[config.mk]
export PLATFORM = sky130hd
export DESIGN_NAME = sprite_scanline_rle_decoder
export DESIGN_NICKNAME = d
export VERILOG_FILES = /design/src/hdl/ssrd_pkg.sv /design/src/hdl/ssrd_apb_regs.sv /design/src/hdl/ssrd_in_reg.sv /design/src/hdl/ssrd_decode.sv /design/src/hdl/sprite_scanline_rle_decoder.sv
export SDC_FILE = /design/constraint.sdc
export NUM_CORES = 1
export LEC_CHECK = 0
export BUFFER_PORTS_ARGS = -buffer_cell sky130_fd_sc_hd__clkbuf_2
export CAP_MARGIN = 25
export CORE_ASPECT_RATIO = 1.25
export CORE_MARGIN = 2
export CORE_UTILIZATION = 30
export DETAILED_ROUTE_END_ITERATION = 12
export PLACE_DENSITY = 0.49
export SLEW_MARGIN = 0
export SYNTH_ARGS = -nofsm -noshare
export SYNTH_HDL_FRONTEND = slang
export SYNTH_SLANG_ARGS = --single-unit
export TNS_END_PERCENT = 50
[constraint.sdc]
create_clock -name aclk -period 6.6 [get_ports aclk]
set_input_delay 0.33 -clock aclk [delete_from_list [all_inputs] [get_ports aclk]]
set_output_delay 0.33 -clock aclk [all_outputs]
set_load 0.02 [all_outputs]
[src/hdl/ssrd_pkg.sv]
// ============================================================================
// ssrd_pkg - shared types and constants of the sprite scanline RLE decoder
// Transaction payloads, configuration record, result codes and helpers.
// ============================================================================
package ssrd_pkg;

    // Largest frame dimension plus one; dimensions are capped below it
    localparam int MAX_DIM = 4096;
    localparam int DIM_W   = 12;

    // APB register file geometry
    localparam int APB_DATA_W = 32;
    localparam int APB_ADDR_W = 4;

    // Reset values of the configuration registers
    localparam logic [DIM_W-1:0] FRAME_WIDTH_RST  = 12'd64;
    localparam logic [DIM_W-1:0] FRAME_HEIGHT_RST = 12'd64;
    localparam logic             SHADOW_MODE_RST  = 1'b0;
    localparam logic [7:0]       SHADOW_INDEX_RST = 8'd47;

    // Opaque counts keep their low seven bits
    localparam logic [7:0] OPAQUE_MASK = 8'h7F;

    typedef enum logic [1:0] {
        REG_FRAME_WIDTH  = 2'd0,
        REG_FRAME_HEIGHT = 2'd1,
        REG_SHADOW_MODE  = 2'd2,
        REG_SHADOW_INDEX = 2'd3
    } reg_idx_t;

    typedef enum logic [1:0] {
        KIND_SKIP    = 2'd0,
        KIND_FILL    = 2'd1,
        KIND_LITERAL = 2'd2,
        KIND_NONE    = 2'd3
    } kind_t;

    typedef enum logic [1:0] {
        ERR_NONE      = 2'd0,
        ERR_OVERRUN   = 2'd1,
        ERR_EARLY_END = 2'd2
    } err_t;

    typedef struct packed {
        logic [DIM_W-1:0] frame_width;
        logic [DIM_W-1:0] frame_height;
        logic             shadow_mode;
        logic [7:0]       shadow_index;
    } cfg_t;

    typedef struct packed {
        logic [7:0] code_byte;
        logic       picture_last;
    } in_t;

    typedef struct packed {
        kind_t            kind;
        logic [DIM_W-1:0] pos_x;
        logic [DIM_W-1:0] pos_y;
        logic [7:0]       run_length;
        logic [7:0]       pixel_value;
        logic             line_end;
        logic             frame_end;
        err_t             error_code;
    } out_t;

    // Clamp a frame dimension to MAX_DIM - 1
    function automatic logic [DIM_W-1:0] cap_dim(input logic [DIM_W-1:0] v);
        if (32'(v) > MAX_DIM - 1) begin
            return DIM_W'(MAX_DIM - 1);
        end
        return v;
    endfunction

endpackage

[src/hdl/ssrd_apb_regs.sv]
// ============================================================================
// ssrd_apb_regs - APB configuration registers
// Holds frame width, frame height, shadow mode and shadow index.
// ============================================================================
module ssrd_apb_regs
    import ssrd_pkg::*;
(
    input  logic                  aclk,
    input  logic                  aresetn,
    input  logic                  psel,
    input  logic                  penable,
    input  logic                  pwrite,
    input  logic [APB_ADDR_W-1:0] paddr,
    input  logic [APB_DATA_W-1:0] pwdata,
    output logic [APB_DATA_W-1:0] prdata,
    output logic                  pready,
    output cfg_t                  cfg
);

    cfg_t     cfg_reg;
    cfg_t     cfg_next;
    reg_idx_t idx;
    logic     wr_en;

    assign pready = 1'b1;
    assign idx    = reg_idx_t'(paddr[3:2]);
    assign wr_en  = psel && penable && pwrite && pready;
    assign cfg    = cfg_reg;

    // Decode the write into the addressed register
    always_comb begin
        cfg_next = cfg_reg;
        if (wr_en) begin
            unique case (idx)
                REG_FRAME_WIDTH:  cfg_next.frame_width  = pwdata[DIM_W-1:0];
                REG_FRAME_HEIGHT: cfg_next.frame_height = pwdata[DIM_W-1:0];
                REG_SHADOW_MODE:  cfg_next.shadow_mode  = pwdata[0];
                REG_SHADOW_INDEX: cfg_next.shadow_index = pwdata[7:0];
                default:          cfg_next = cfg_reg;
            endcase
        end
    end

    always_ff @(posedge aclk) begin
        if (!aresetn) begin
            cfg_reg.frame_width  <= FRAME_WIDTH_RST;
            cfg_reg.frame_height <= FRAME_HEIGHT_RST;
            cfg_reg.shadow_mode  <= SHADOW_MODE_RST;
            cfg_reg.shadow_index <= SHADOW_INDEX_RST;
        end else begin
            cfg_reg <= cfg_next;
        end
    end

    // Read back the addressed register
    always_comb begin
        prdata = '0;
        unique case (idx)
            REG_FRAME_WIDTH:  prdata = APB_DATA_W'(cfg_reg.frame_width);
            REG_FRAME_HEIGHT: prdata = APB_DATA_W'(cfg_reg.frame_height);
            REG_SHADOW_MODE:  prdata = APB_DATA_W'(cfg_reg.shadow_mode);
            REG_SHADOW_INDEX: prdata = APB_DATA_W'(cfg_reg.shadow_index);
            default:          prdata = '0;
        endcase
    end

endmodule

[src/hdl/ssrd_in_reg.sv]
// ============================================================================
// ssrd_in_reg - input register stage
// Captures a code byte per cycle ahead of the decode stage unless it stalls.
// ============================================================================
module ssrd_in_reg
    import ssrd_pkg::*;
(
    input  logic aclk,
    input  logic aresetn,
    input  logic s_valid,
    output logic s_ready,
    input  in_t  s_payload,
    output logic item_valid,
    output in_t  item,
    input  logic item_take
);

    logic valid_reg;
    logic valid_next;
    in_t  data_reg;

    // Accept whenever the stage is empty or drains this cycle
    assign s_ready    = !valid_reg || item_take;
    assign valid_next = s_ready ? s_valid : valid_reg;

    always_ff @(posedge aclk) begin
        if (!aresetn) begin
            valid_reg <= 1'b0;
        end else begin
            valid_reg <= valid_next;
        end
    end

    // Hold the payload until the decode stage takes it
    always_ff @(posedge aclk) begin
        if (s_valid && s_ready) begin
            data_reg <= s_payload;
        end
    end

    assign item_valid = valid_reg;
    assign item       = data_reg;

endmodule

[src/hdl/ssrd_decode.sv]
// ============================================================================
// ssrd_decode - scanline run decode stage and result register
// Tracks column, line and run parity; each byte yields at most one command.
// ============================================================================
module ssrd_decode
    import ssrd_pkg::*;
(
    input  logic aclk,
    input  logic aresetn,
    input  cfg_t cfg,
    input  logic item_valid,
    input  in_t  item,
    output logic item_take,
    output logic m_valid,
    input  logic m_ready,
    output out_t m_payload
);

    logic [DIM_W-1:0] column_reg, column_next;
    logic [DIM_W-1:0] line_reg, line_next;
    logic             parity_reg, parity_next;
    logic [6:0]       lit_left_reg, lit_left_next;
    logic             done_reg, done_next;
    logic             err_reg, err_next;
    logic             m_valid_reg, m_valid_next;
    out_t             result_reg, result_next;

    // Advance when a byte waits and the result register is free
    assign item_take = item_valid && (!m_valid_reg || m_ready);

    // Decode one byte against the current scanline state
    always_comb begin
        logic [DIM_W-1:0] width;
        logic [DIM_W-1:0] height;
        logic [7:0]       cnt;
        logic [DIM_W:0]   run_end;
        logic             finish;

        width         = cap_dim(cfg.frame_width);
        height        = cap_dim(cfg.frame_height);
        column_next   = column_reg;
        line_next     = line_reg;
        parity_next   = parity_reg;
        lit_left_next = lit_left_reg;
        done_next     = done_reg;
        err_next      = err_reg;
        finish        = 1'b0;
        cnt           = parity_reg ? (item.code_byte & OPAQUE_MASK) : item.code_byte;
        run_end       = {1'b0, column_reg} + (DIM_W+1)'(cnt);

        result_next            = '0;
        result_next.kind       = KIND_NONE;
        result_next.error_code = ERR_NONE;

        if (!done_reg && !err_reg) begin
            result_next.pos_x = column_reg;
            result_next.pos_y = line_reg;
            if (lit_left_reg != 7'd0) begin
                // Literal pixel inside an opaque run
                result_next.kind        = KIND_LITERAL;
                result_next.run_length  = 8'd1;
                result_next.pixel_value = item.code_byte;
                column_next             = column_reg + DIM_W'(1);
                lit_left_next           = lit_left_reg - 7'd1;
                finish                  = (lit_left_reg == 7'd1);
            end else if (run_end > {1'b0, width}) begin
                // Run would pass the line width
                result_next.error_code = ERR_OVERRUN;
                err_next               = 1'b1;
            end else if (!parity_reg) begin
                result_next.kind       = KIND_SKIP;
                result_next.run_length = cnt;
                column_next            = run_end[DIM_W-1:0];
                finish                 = 1'b1;
            end else if (cfg.shadow_mode) begin
                result_next.kind        = KIND_FILL;
                result_next.run_length  = cnt;
                result_next.pixel_value = cfg.shadow_index;
                column_next             = run_end[DIM_W-1:0];
                finish                  = 1'b1;
            end else if (cnt == 8'd0) begin
                finish = 1'b1;
            end else begin
                // Open a literal run; the count byte itself emits nothing
                lit_left_next = cnt[6:0];
            end

            // Close the run and wrap the line at the frame width
            if (finish) begin
                parity_next = !parity_reg;
                if (column_next == width) begin
                    result_next.line_end = 1'b1;
                    column_next          = '0;
                    parity_next          = 1'b0;
                    if (({1'b0, line_reg} + (DIM_W+1)'(1)) >= {1'b0, height}) begin
                        result_next.frame_end = 1'b1;
                        done_next             = 1'b1;
                    end else begin
                        line_next = line_reg + DIM_W'(1);
                    end
                end
            end
        end

        // Picture boundary: flag a short picture, then drop all state
        if (item.picture_last) begin
            if (!done_next && !err_next) begin
                result_next.error_code = ERR_EARLY_END;
            end
            column_next   = '0;
            line_next     = '0;
            parity_next   = 1'b0;
            lit_left_next = '0;
            done_next     = 1'b0;
            err_next      = 1'b0;
        end
    end

    assign m_valid_next = item_take ? 1'b1 : (m_ready ? 1'b0 : m_valid_reg);

    always_ff @(posedge aclk) begin
        if (!aresetn) begin
            column_reg   <= '0;
            line_reg     <= '0;
            parity_reg   <= 1'b0;
            lit_left_reg <= '0;
            done_reg     <= 1'b0;
            err_reg      <= 1'b0;
            m_valid_reg  <= 1'b0;
        end else begin
            m_valid_reg <= m_valid_next;
            if (item_take) begin
                column_reg   <= column_next;
                line_reg     <= line_next;
                parity_reg   <= parity_next;
                lit_left_reg <= lit_left_next;
                done_reg     <= done_next;
                err_reg      <= err_next;
            end
        end
    end

    // Load the result register on each decoded byte
    always_ff @(posedge aclk) begin
        if (item_take) begin
            result_reg <= result_next;
        end
    end

    assign m_valid   = m_valid_reg;
    assign m_payload = result_reg;

endmodule

[src/hdl/sprite_scanline_rle_decoder.sv]
// ============================================================================
// sprite_scanline_rle_decoder - sprite scanline run-length decoder
// Turns a compressed sprite byte stream into skip, fill and pixel commands.
// ============================================================================
// Path: an accepted byte enters the input register, then the decode stage
//   writes the result register and raises m_valid.
// Throughput: one byte per cycle unless m_ready stalls (single decode stage).
// Reset: synchronous, active low; empties both registers, clears the
//   scanline state and loads the configuration registers with their defaults.
module sprite_scanline_rle_decoder
    import ssrd_pkg::*;
(
    input  logic                  aclk,
    input  logic                  aresetn,
    input  logic                  s_valid,
    output logic                  s_ready,
    input  in_t                   s_payload,
    output logic                  m_valid,
    input  logic                  m_ready,
    output out_t                  m_payload,
    input  logic                  psel,
    input  logic                  penable,
    input  logic                  pwrite,
    input  logic [APB_ADDR_W-1:0] paddr,
    input  logic [APB_DATA_W-1:0] pwdata,
    output logic [APB_DATA_W-1:0] prdata,
    output logic                  pready
);

    cfg_t cfg;
    logic item_valid;
    logic item_take;
    in_t  item;

    ssrd_apb_regs u_regs (
        .aclk    (aclk),
        .aresetn (aresetn),
        .psel    (psel),
        .penable (penable),
        .pwrite  (pwrite),
        .paddr   (paddr),
        .pwdata  (pwdata),
        .prdata  (prdata),
        .pready  (pready),
        .cfg     (cfg)
    );

    ssrd_in_reg u_in (
        .aclk       (aclk),
        .aresetn    (aresetn),
        .s_valid    (s_valid),
        .s_ready    (s_ready),
        .s_payload  (s_payload),
        .item_valid (item_valid),
        .item       (item),
        .item_take  (item_take)
    );

    ssrd_decode u_dec (
        .aclk       (aclk),
        .aresetn    (aresetn),
        .cfg        (cfg),
        .item_valid (item_valid),
        .item       (item),
        .item_take  (item_take),
        .m_valid    (m_valid),
        .m_ready    (m_ready),
        .m_payload  (m_payload)
    );

endmodule

======== After elaboration in Yosys (flattened, before gate mapping) ========
Index checks and enable logic that the tools add are counted.
cells by class
  bitwise gates (word level) .............. 1
  equality and inequality tests ........... 9
  $lt $le $gt $ge ......................... 2
  reductions and logical operators ........ 34
  add/subtract/negate cells ............... 5
  multiplexer cells ....................... 60
operator list
  cell                                                                     number
  12-bit 2-to-1 mux                                                        14
  32-bit one-hot mux with 4 select lines                                   1
  7-bit 2-to-1 mux                                                         7
  1-bit 2-to-1 mux                                                         25
  12-bit by 1-bit adder with 12-bit output, second input constant          2
  8-bit 2-to-1 mux                                                         3
  9-bit 2-to-1 mux                                                         2
  16-bit 2-to-1 mux                                                        1
  2-bit 2-to-1 mux                                                         7
  12-bit by 1-bit adder with 13-bit output, second input constant          1
  12-bit by 8-bit adder with 13-bit output                                 1
  13-bit by 12-bit greater-or-equal comparator with 1-bit output           1
  13-bit by 12-bit greater-than comparator with 1-bit output               1
  12-bit == test                                                           1
  2-bit AND reduction                                                      6
  8-bit logical NOT                                                        1
  2-bit nonzero test                                                       4
  7-bit by 1-bit == test with 1-bit output, second input constant          1
  1-bit logical NOT                                                        7
  7-bit nonzero test                                                       1
  7-bit by 1-bit subtractor with 7-bit output, second input constant       1
  1-bit logical AND                                                        6
  3-bit by 2-bit inequality test with 1-bit output, second input constant  2
  3-bit AND reduction                                                      2
  11 further kinds                                                         13
storage, ports and cells
  register bits after elaboration ......... 124
  output and inout port bits .............. 81

======== Logic depth before layout (Yosys ltp) ========
Gate-level depths: netlist (run 1).
  word-level depth ........................ 15
  depth in mapped cells ................... 23
  depth with buffers taken out ............ 20

======== Hierarchy ========
A second synthesis (run 1) with hierarchy kept.
second synthesis, totals
  cells, all modules ...................... 890
  area, all modules ....................... 7,843.8 µm²
by module, submodules not included
  module         cells an instance  instances  seq. area each (µm²)  area each (µm²)
  ssrd_decode    684                1          2,082.0               5,808.1
  ssrd_apb_regs  192                1          660.6                 1,707.9
  ssrd_in_reg    14                 1          290.3                 327.8

======== Worst setup path after synthesis (run 1) ========
No wires, ideal clock.
  kind .................................... flip-flop to flip-flop
  from .................................... register u_dec.column_reg[0]
  to ...................................... register u_dec.line_reg[10]
  required time ........................... 6.513 ns
  library setup time ...................... 0.087 ns
  period minus slack after synthesis ...... 5.010 ns
  stages on the path, launching flop included .. 24
  buffers on the path ..................... 3
  path slack .............................. 1.590 ns
  data arrival time ....................... 4.923 ns
  cells stage by stage .................... dfxtp_1 > ha_1 > inv_1 > fa_1 > nand2b_1 > a21oi_1 > o21a_1 > nand3_1 > xnor2_1 > ha_1 > nand3_1 > or3_1 > o21ai_1 > o21bai_1 > buf_6 > a211oi_1 > nor3_1 > nand4b_1 > or4_4 > buf_6 > nor4b_4 > buf_6 > a41oi_1 > o31ai_1
on the way
  cells in the longest elaborated chain, start to end .. 9
  elaborated cells on any way between the ends .. 15
  those cells by class .................... 2 x add/sub; 1 x order compare; 1 x eq/ne; 8 x mux; 3 x reduce/logical
RTL lines
  element                                                                                           RTL line            RTL
  from (decl)                                                                                       ssrd_decode.sv:19   logic [DIM_W-1:0] column_reg, column_next;
  from (signal assigned)                                                                            ssrd_decode.sv:133  column_reg <= column_next;
  parallel branches: the longest is 8 deep, another holds 12-bit by 8-bit adder with 13-bit output  --
  5-bit AND reduction (no line) *                                                                   --
  to (signal assigned)                                                                              ssrd_decode.sv:134  line_reg <= line_next;
  to (decl)                                                                                         ssrd_decode.sv:20   logic [DIM_W-1:0] line_reg, line_next;
Every way passes the cells marked *. The select of a mux whose other input is x is not followed.
A chain may end at the register's enable or synchronous reset.

======== Final worst setup path (run 1) ========
  from .................................... register u_dec.column_reg[0]
  to ...................................... register u_dec.line_reg[0]
The elaborated chain is that of the path after synthesis.

==> run_results.csv, run 1 <==
group,metric,value,unit
routing,dr_total_vias,6401,
worst_setup_path,cpPeakStageDelay,0.61,ns
floorplan,die_x,147.8,um
worst_setup_path,crit_family,"simple AND/OR/NAND/NOR gates",
worst_setup_path,worstPathRequired,6.92,ns
worst_setup_path,cp_num_buf_inv,3,
worst_setup_path,worstSetupEndpointType,"flop",
timing,hold_viol_final,0,
global_route,grt_first_pass_wirelength,34640,um
worst_setup_path,cp-start-kind,"flop",
placed_design,io_buffers,89,
min_path,hold_start,"s_payload[1]",
worst_setup_path,critPathMaxFanout,16,
timing,final-setup-viol-count,0,
clock_tree,cts_root_buf,"clkbuf_16",
clock_tree,clk_pin_slew,0.06,ns
routing,drt_iter0_drc,503,
routing,ant_nets,0,
worst_setup_path,worstSetupPathType,"reg2reg",
final_layout,final_common_cell,"nand2_1",
synthesis,synth_seq_cells,124,
clock_tree,cts.sinks,124,
clock_tree,cts_hold_buf,0,
worst_setup_path,critPathArrivalTime,6.25,ns
final_layout,area_growth,15.13,%
synthesis,synthTopCellsByArea,"edfxtp_1, dfxtp_1, ha_1",
final_layout,drive_gt1_share,18.66,%
global_route,grt_pass1_vias,6104,
floorplan,io-pin-count,133,
worst_setup_path,cpMaxStageDelayCell,"or4_4",
synthesis,synth_top_cell_by_area,"edfxtp_1",
routing,drt-total-wl,22240,um
timing,tightestPinTransition,0.8002,ns
floorplan,core_area,0.02529,mm2
floorplan,start_util,30.65,%
pwr,peakVddDrop,0.1660,mV
routing,wl_per_cell,17.47,um
timing,finalCriticalPeriod,5.932,ns
min_path,hold_path_class,"in2reg",
global_route,grt_usage,16.53,%
job,max-cap-violations,0,
timing,finalCritPeriodShare,89.87,%
synthesis,postSynthCellCount,857,
routing,avgViaCountPerCell,5.028,
final_layout,antenna_cells,0,
synthesis,syn_avg_cell_area,9.045,um2
clock_tree,clock_latency,0.43,ns
clock_tree,cts-buffers-inserted,17,
worst_setup_path,startpoint,"u_dec.column_reg[0]",
global_route,antenna_found_initial,0,
pwr,total_power,0.002309,W
global_route,grt-ovfl-total,0,
floorplan,chipHeight,183.7,um
synthesis,async_reset_ff_share,0,%
clock_tree,cts_resized,0,
pwr,power.leakage,3.555,nW
synthesis,ys.flop_type,"dfxtp_1",
clock_tree,tritoncts,"done",
status,status,"finished clean",
clock_tree,cts_setup_buffers,0,
timing,fmax,168.6,MHz
pwr,p_per_area,258.8,mW/mm2
clock_tree,clk_path_buf_depth,2,
timing,slew_violations,0,
timing,finClkSkew,0.01121,ns
timing,tns,0,ns
synthesis,yosys.cell_types.count,84,
synthesis,synth_top_area_share,21.31,%
floorplan,die-area,0.02715,mm2
routing,drc,0,
routing,drt_pre_antenna_iters,5,
timing,relSlewSlack,46.16,%
synthesis,seq_area_frac_synth,39.13,%
timing,rsz0062_at_grt,"no",
synthesis,synth_edf_count,55,
worst_setup_path,crit_chain,"ha_1, inv_1, fa_1, nand2b_1, a21oi_1, o21a_1, nand3_1, xnor2_1, ha_1, nand3_1, or3_1, o21ai_1, o21bai_1, buf_4, a41oi_1, a21boi_0, xnor2_1, or4_4, nor4b_4, buf_4, o211ai_1, and3b_1",
clock_tree,htreeDepth,4,
worst_setup_path,r2r-start,"u_dec.column_reg[0]",
placed_design,gp_congestion,0.8592,
final_layout,nets,1014,
placed_design,detailed_place_hpwl,16420,um
floorplan,placementRows,65,
global_route,grt_max_degree,75,
synthesis,yosysWarnings,0,
final_layout,largest_register_ffs,46,
final_layout,mostFrequentLayoutCells,"nand2_1, clkbuf_2, dfxtp_1",
synthesis,syn-cell-area,0.007751,mm2
## synthesized netlist by cell type (4+ instances only)
master      n
a211oi_1    5
a21boi_0   31
a21o_1      7
a21oi_1    29
a22o_1      5
a22oi_1    10
a31oi_1     6
a41oi_1     7
and2_1     32
and3_1     12
and4_1      4
buf_4      24
buf_6      10
clkbuf_1   29
clkbuf_8    4
dfxtp_1    69
edfxtp_1   55
ha_1       36
inv_1      36
mux2i_1    14
nand2_1   115
nand2b_1    4
nand3_1    38
nand3b_1    8
nand4_1     9
nor2_1     57
nor2b_1    10
nor3_1     17
nor4_1      6
o211ai_1   13
o21a_1      4
o21ai_0    28
o31ai_1     6
or2_2       5
or3_1       9
or3_2       4
xnor2_1    18
xor2_1     13
## logic make-up after synthesis
group / after synthesis / share of synthesized area [%]
xor+xnor: 31 / 3.503
flops: 124 / 39.13
mux: 17 / 2.389
simple gates: 350 / 23.16
buf+inv: 110 / 8.248
fa+ha+maj: 37 / 6.069
other cells: 2 / 0.09689
compound gates: 186 / 17.40
## stage by stage
| stage | setup WS, ns | cell area (um2) | hold WS, ns | util [%] | instances |
|---|---|---|---|---|---|
| finish | 0.6684 | 8924 | 0.07810 | 35.28 | 1273 |
| global route | 0.2306 | 8924 | 0.06667 | 35.28 | 1273 |
| CTS | 0.6359 | 8924 | 0.06619 | 35.28 | 1273 |
| detailed placement | 0.6507 | 8292 | 0.4800 | 32.78 | 1241 |
| global placement | 0.6961 | 8292 | 0.4684 | 32.78 | 1241 |
| floorplan | 1.590 | 7823 | 0.4289 | - | 876 |
## routing by layer
metal | up-vias | global-route usage, % | part of all wire [%]
met2 | 179 | 27.63 | 49
met4 | 0 | 6.577 | 2.5
met5 | - | 0 | 0
met1 | 3021 | 21.21 | 45
li1 | 3168 | - | -
met3 | 33 | 2.804 | 3.6
## power by group
group / leakage [nW] / internal (W) / switching (W)
clock: 0.303 / 0.000626 / 0.000385
combinational: 2.17 / 0.000149 / 0.000288
sequential: 1.08 / 0.000840 / 0.0000217
total: 3.55 / 0.00161 / 0.000695
## final cells by class
type | count | area, um2
Clock buffer | 19 | 454.2
Clock inverter | 13 | 177.7
Sequential cell | 124 | 3033
Fill cell | 2609 | 16370
Tap cell | 335 | 419.2
Timing Repair Buffer | 103 | 550.5
Multi-Input combinational cell | 642 | 4150
Inverter | 37 | 138.9
## path summary, 6_finish.rpt
check / slack, ns / cells after the start / endpoint
setup / recovery: 0.67 / 22 / u_dec.line_reg[0]
hold / removal: 0.08 / 1 / u_in.item[1]
setup reg to reg: 0.67 / 22 / u_dec.line_reg[0]
hold reg to reg: 0.48 / 2 / u_regs.cfg[17]
No activity file was read; power rests on OpenSTA's default activity.
==> run 2: changes to the inputs <==
Settings changed: CELL_PAD_IN_SITES_DETAIL_PLACEMENT from default to 1, CELL_PAD_IN_SITES_GLOBAL_PLACEMENT from default to 1, PLACE_DENSITY 0.49 to 0.61, SLEW_MARGIN 0 to default.
==> run 2 against run 1 <==
Net effect:
- routed wire length increased by 6.5%
- flip-flop and latch count is the same
- critical path type unchanged
- setup slack worse by 0.10 ns
- critical endpoint is now u_dec.column_reg[10]
- combinational power barely moved
- sequential power hardly changed
- die area is the same
==> run_results.csv, run 2 (synthesis results as in run 1) <==
group,metric,value,unit
worst_setup_path,cp_num_buf_inv,2,
timing,finalCriticalPeriod,6.033,ns
clock_tree,cts_setup_buffers,0,
timing,relSlewSlack,40.60,%
clock_tree,cts_hold_buf,0,
routing,wl_per_cell,18.61,um
final_layout,mostFrequentLayoutCells,"nand2_1, clkbuf_2, dfxtp_1",
worst_setup_path,critPathArrivalTime,6.31,ns
final_layout,final_cell_area,0.008855,mm2
final_layout,nets,1014,
timing,slew_violations,0,
floorplan,chipHeight,183.7,um
worst_setup_path,cpPeakStageDelay,0.61,ns
clock_tree,cts.sinks,124,
clock_tree,cts_resized,0,
final_layout,largest_register_ffs,46,
floorplan,placementRows,65,
job,max-cap-violations,0,
placed_design,place_area,0.008294,mm2
final_layout,nFillCells,2974,
clock_tree,clk_pin_slew,0.06,ns
routing,drt_iter0_drc,402,
clock_tree,tritoncts,"done",
global_route,grt_pass1_vias,6531,
timing,final-setup-viol-count,0,
worst_setup_path,crit_chain,"ha_1, inv_1, fa_1, nand2b_1, a21oi_1, o21a_1, nand3_1, xnor2_1, ha_1, nand3_1, or3_1, o21ai_1, o21bai_1, buf_4, a41oi_1, a21boi_0, xnor2_1, or4_4, nor3_1, nand2b_1, o311ai_0",
worst_setup_path,cp-start-kind,"flop",
global_route,grt_first_pass_wirelength,36600,um
clock_tree,htreeDepth,4,
clock_tree,clk_path_buf_depth,2,
floorplan,die-area,0.02715,mm2
final_layout,area_growth,14.24,%
worst_setup_path,worstSetupPathType,"reg2reg",
floorplan,core_area,0.02529,mm2
floorplan,die_x,147.8,um
floorplan,io-pin-count,133,
final_layout,antenna_cells,0,
global_route,grt-ovfl-total,0,
timing,tns,0,ns
worst_setup_path,critPathMaxFanout,9,
timing,finalCritPeriodShare,91.41,%
worst_setup_path,worstSetupEndpointType,"flop",
timing,finClkSkew,0.01365,ns
worst_setup_path,crit_family,"simple AND/OR/NAND/NOR gates",
pwr,total_power,0.002211,W
routing,ant_nets,0,
timing,hold_viol_final,0,
clock_tree,clock_latency,0.43,ns
timing,fmax,165.8,MHz
floorplan,start_util,30.65,%
final_layout,stdcell_count,1273,
final_layout,drive_gt1_share,18.76,%
placed_design,detailed_place_hpwl,17670,um
routing,drt_pre_antenna_iters,5,
placed_design,gp_congestion,0.8253,
routing,drc,0,
global_route,grt_max_degree,75,
worst_setup_path,cpMaxStageDelayCell,"or4_4",
status,status,"finished clean",
timing,tightestPinTransition,0.8829,ns
worst_setup_path,worstPathRequired,6.88,ns
min_path,hold_path_class,"in2reg",
routing,avgViaCountPerCell,5.109,
pwr,peakVddDrop,0.1679,mV
global_route,antenna_found_initial,0,
clock_tree,cts_root_buf,"clkbuf_16",
timing,rsz0062_at_grt,"no",
clock_tree,cts-buffers-inserted,17,
pwr,p_per_area,249.7,mW/mm2
pwr,power.leakage,3.528,nW
placed_design,dp.cells,1241,
final_layout,final_common_cell,"nand2_1",
routing,dr_total_vias,6504,
placed_design,pre_cts_slack,0.6148,ns
global_route,grt_usage,17.52,%
routing,drt-total-wl,23690,um
timing,fin_ws,0.5670,ns
placed_design,io_buffers,89,
[run 2: per-stage QoR]
| stage | utilization, % | hold WS, ns |
|---|---|---|
| 4_1_cts | 35.01 | 0.07104 |
| 3_5_place_dp | 32.79 | 0.4768 |
| 6_report | 35.01 | 0.08168 |
| 3_3_place_gp | 32.79 | 0.4688 |
| 2_1_floorplan | - | 0.4289 |
| 5_1_grt | 35.01 | 0.06975 |
[run 2: cell type report]
type                            count  area, um2  share of cell area [%]
Clock inverter                     13      117.6                   1.328
Tap cell                          335      419.2                   4.734
Multi-Input combinational cell    642       4153                   46.90
Clock buffer                       19      442.9                   5.002
Timing Repair Buffer              103      550.5                   6.217
Sequential cell                   124       3033                   34.25
Inverter                           37      138.9                   1.568
[run 2: where the power goes]
| group | internal, W | switching (W) |
|---|---|---|
| clock | 0.000529 | 0.000381 |
| combinational | 0.000147 | 0.000293 |
| sequential | 0.000840 | 0.0000216 |
| total | 0.00152 | 0.000696 |
[run 2: worst paths after layout]
kind / from / endpoint / slack (ns) / cells after the start
setup / recovery: u_dec.column_reg[0] / u_dec.column_reg[10] / 0.57 / 21
hold / removal: s_payload[1] / u_in.item[1] / 0.08 / 1
setup reg to reg: u_dec.column_reg[0] / u_dec.column_reg[10] / 0.57 / 21
hold reg to reg: u_regs.cfg[30] / u_regs.cfg[30] / 0.48 / 2
[run 2: worst reg2reg max path, stage by stage, from the launching register on]
cell	delay [ns]
dfxtp_1	0.52
ha_1	0.24
inv_1	0.05
fa_1	0.39
nand2b_1	0.18
a21oi_1	0.21
o21a_1	0.25
nand3_1	0.12
xnor2_1	0.16
ha_1	0.31
nand3_1	0.14
or3_1	0.40
o21ai_1	0.24
o21bai_1	0.28
buf_4	0.26
a41oi_1	0.26
a21boi_0	0.27
xnor2_1	0.09
or4_4	0.61
nor3_1	0.43
nand2b_1	0.33
o311ai_0	0.18
[run 2: per-layer routing]
layer | GRT usage (%) | vias to the layer above | share of wire [%]
li1 | - | 3170 | -
met1 | 21.18 | 3164 | 44
met2 | 31.83 | 143 | 52
met3 | 2.854 | 27 | 3.1
met4 | 5.154 | 0 | 1.7
met5 | 0 | - | 0
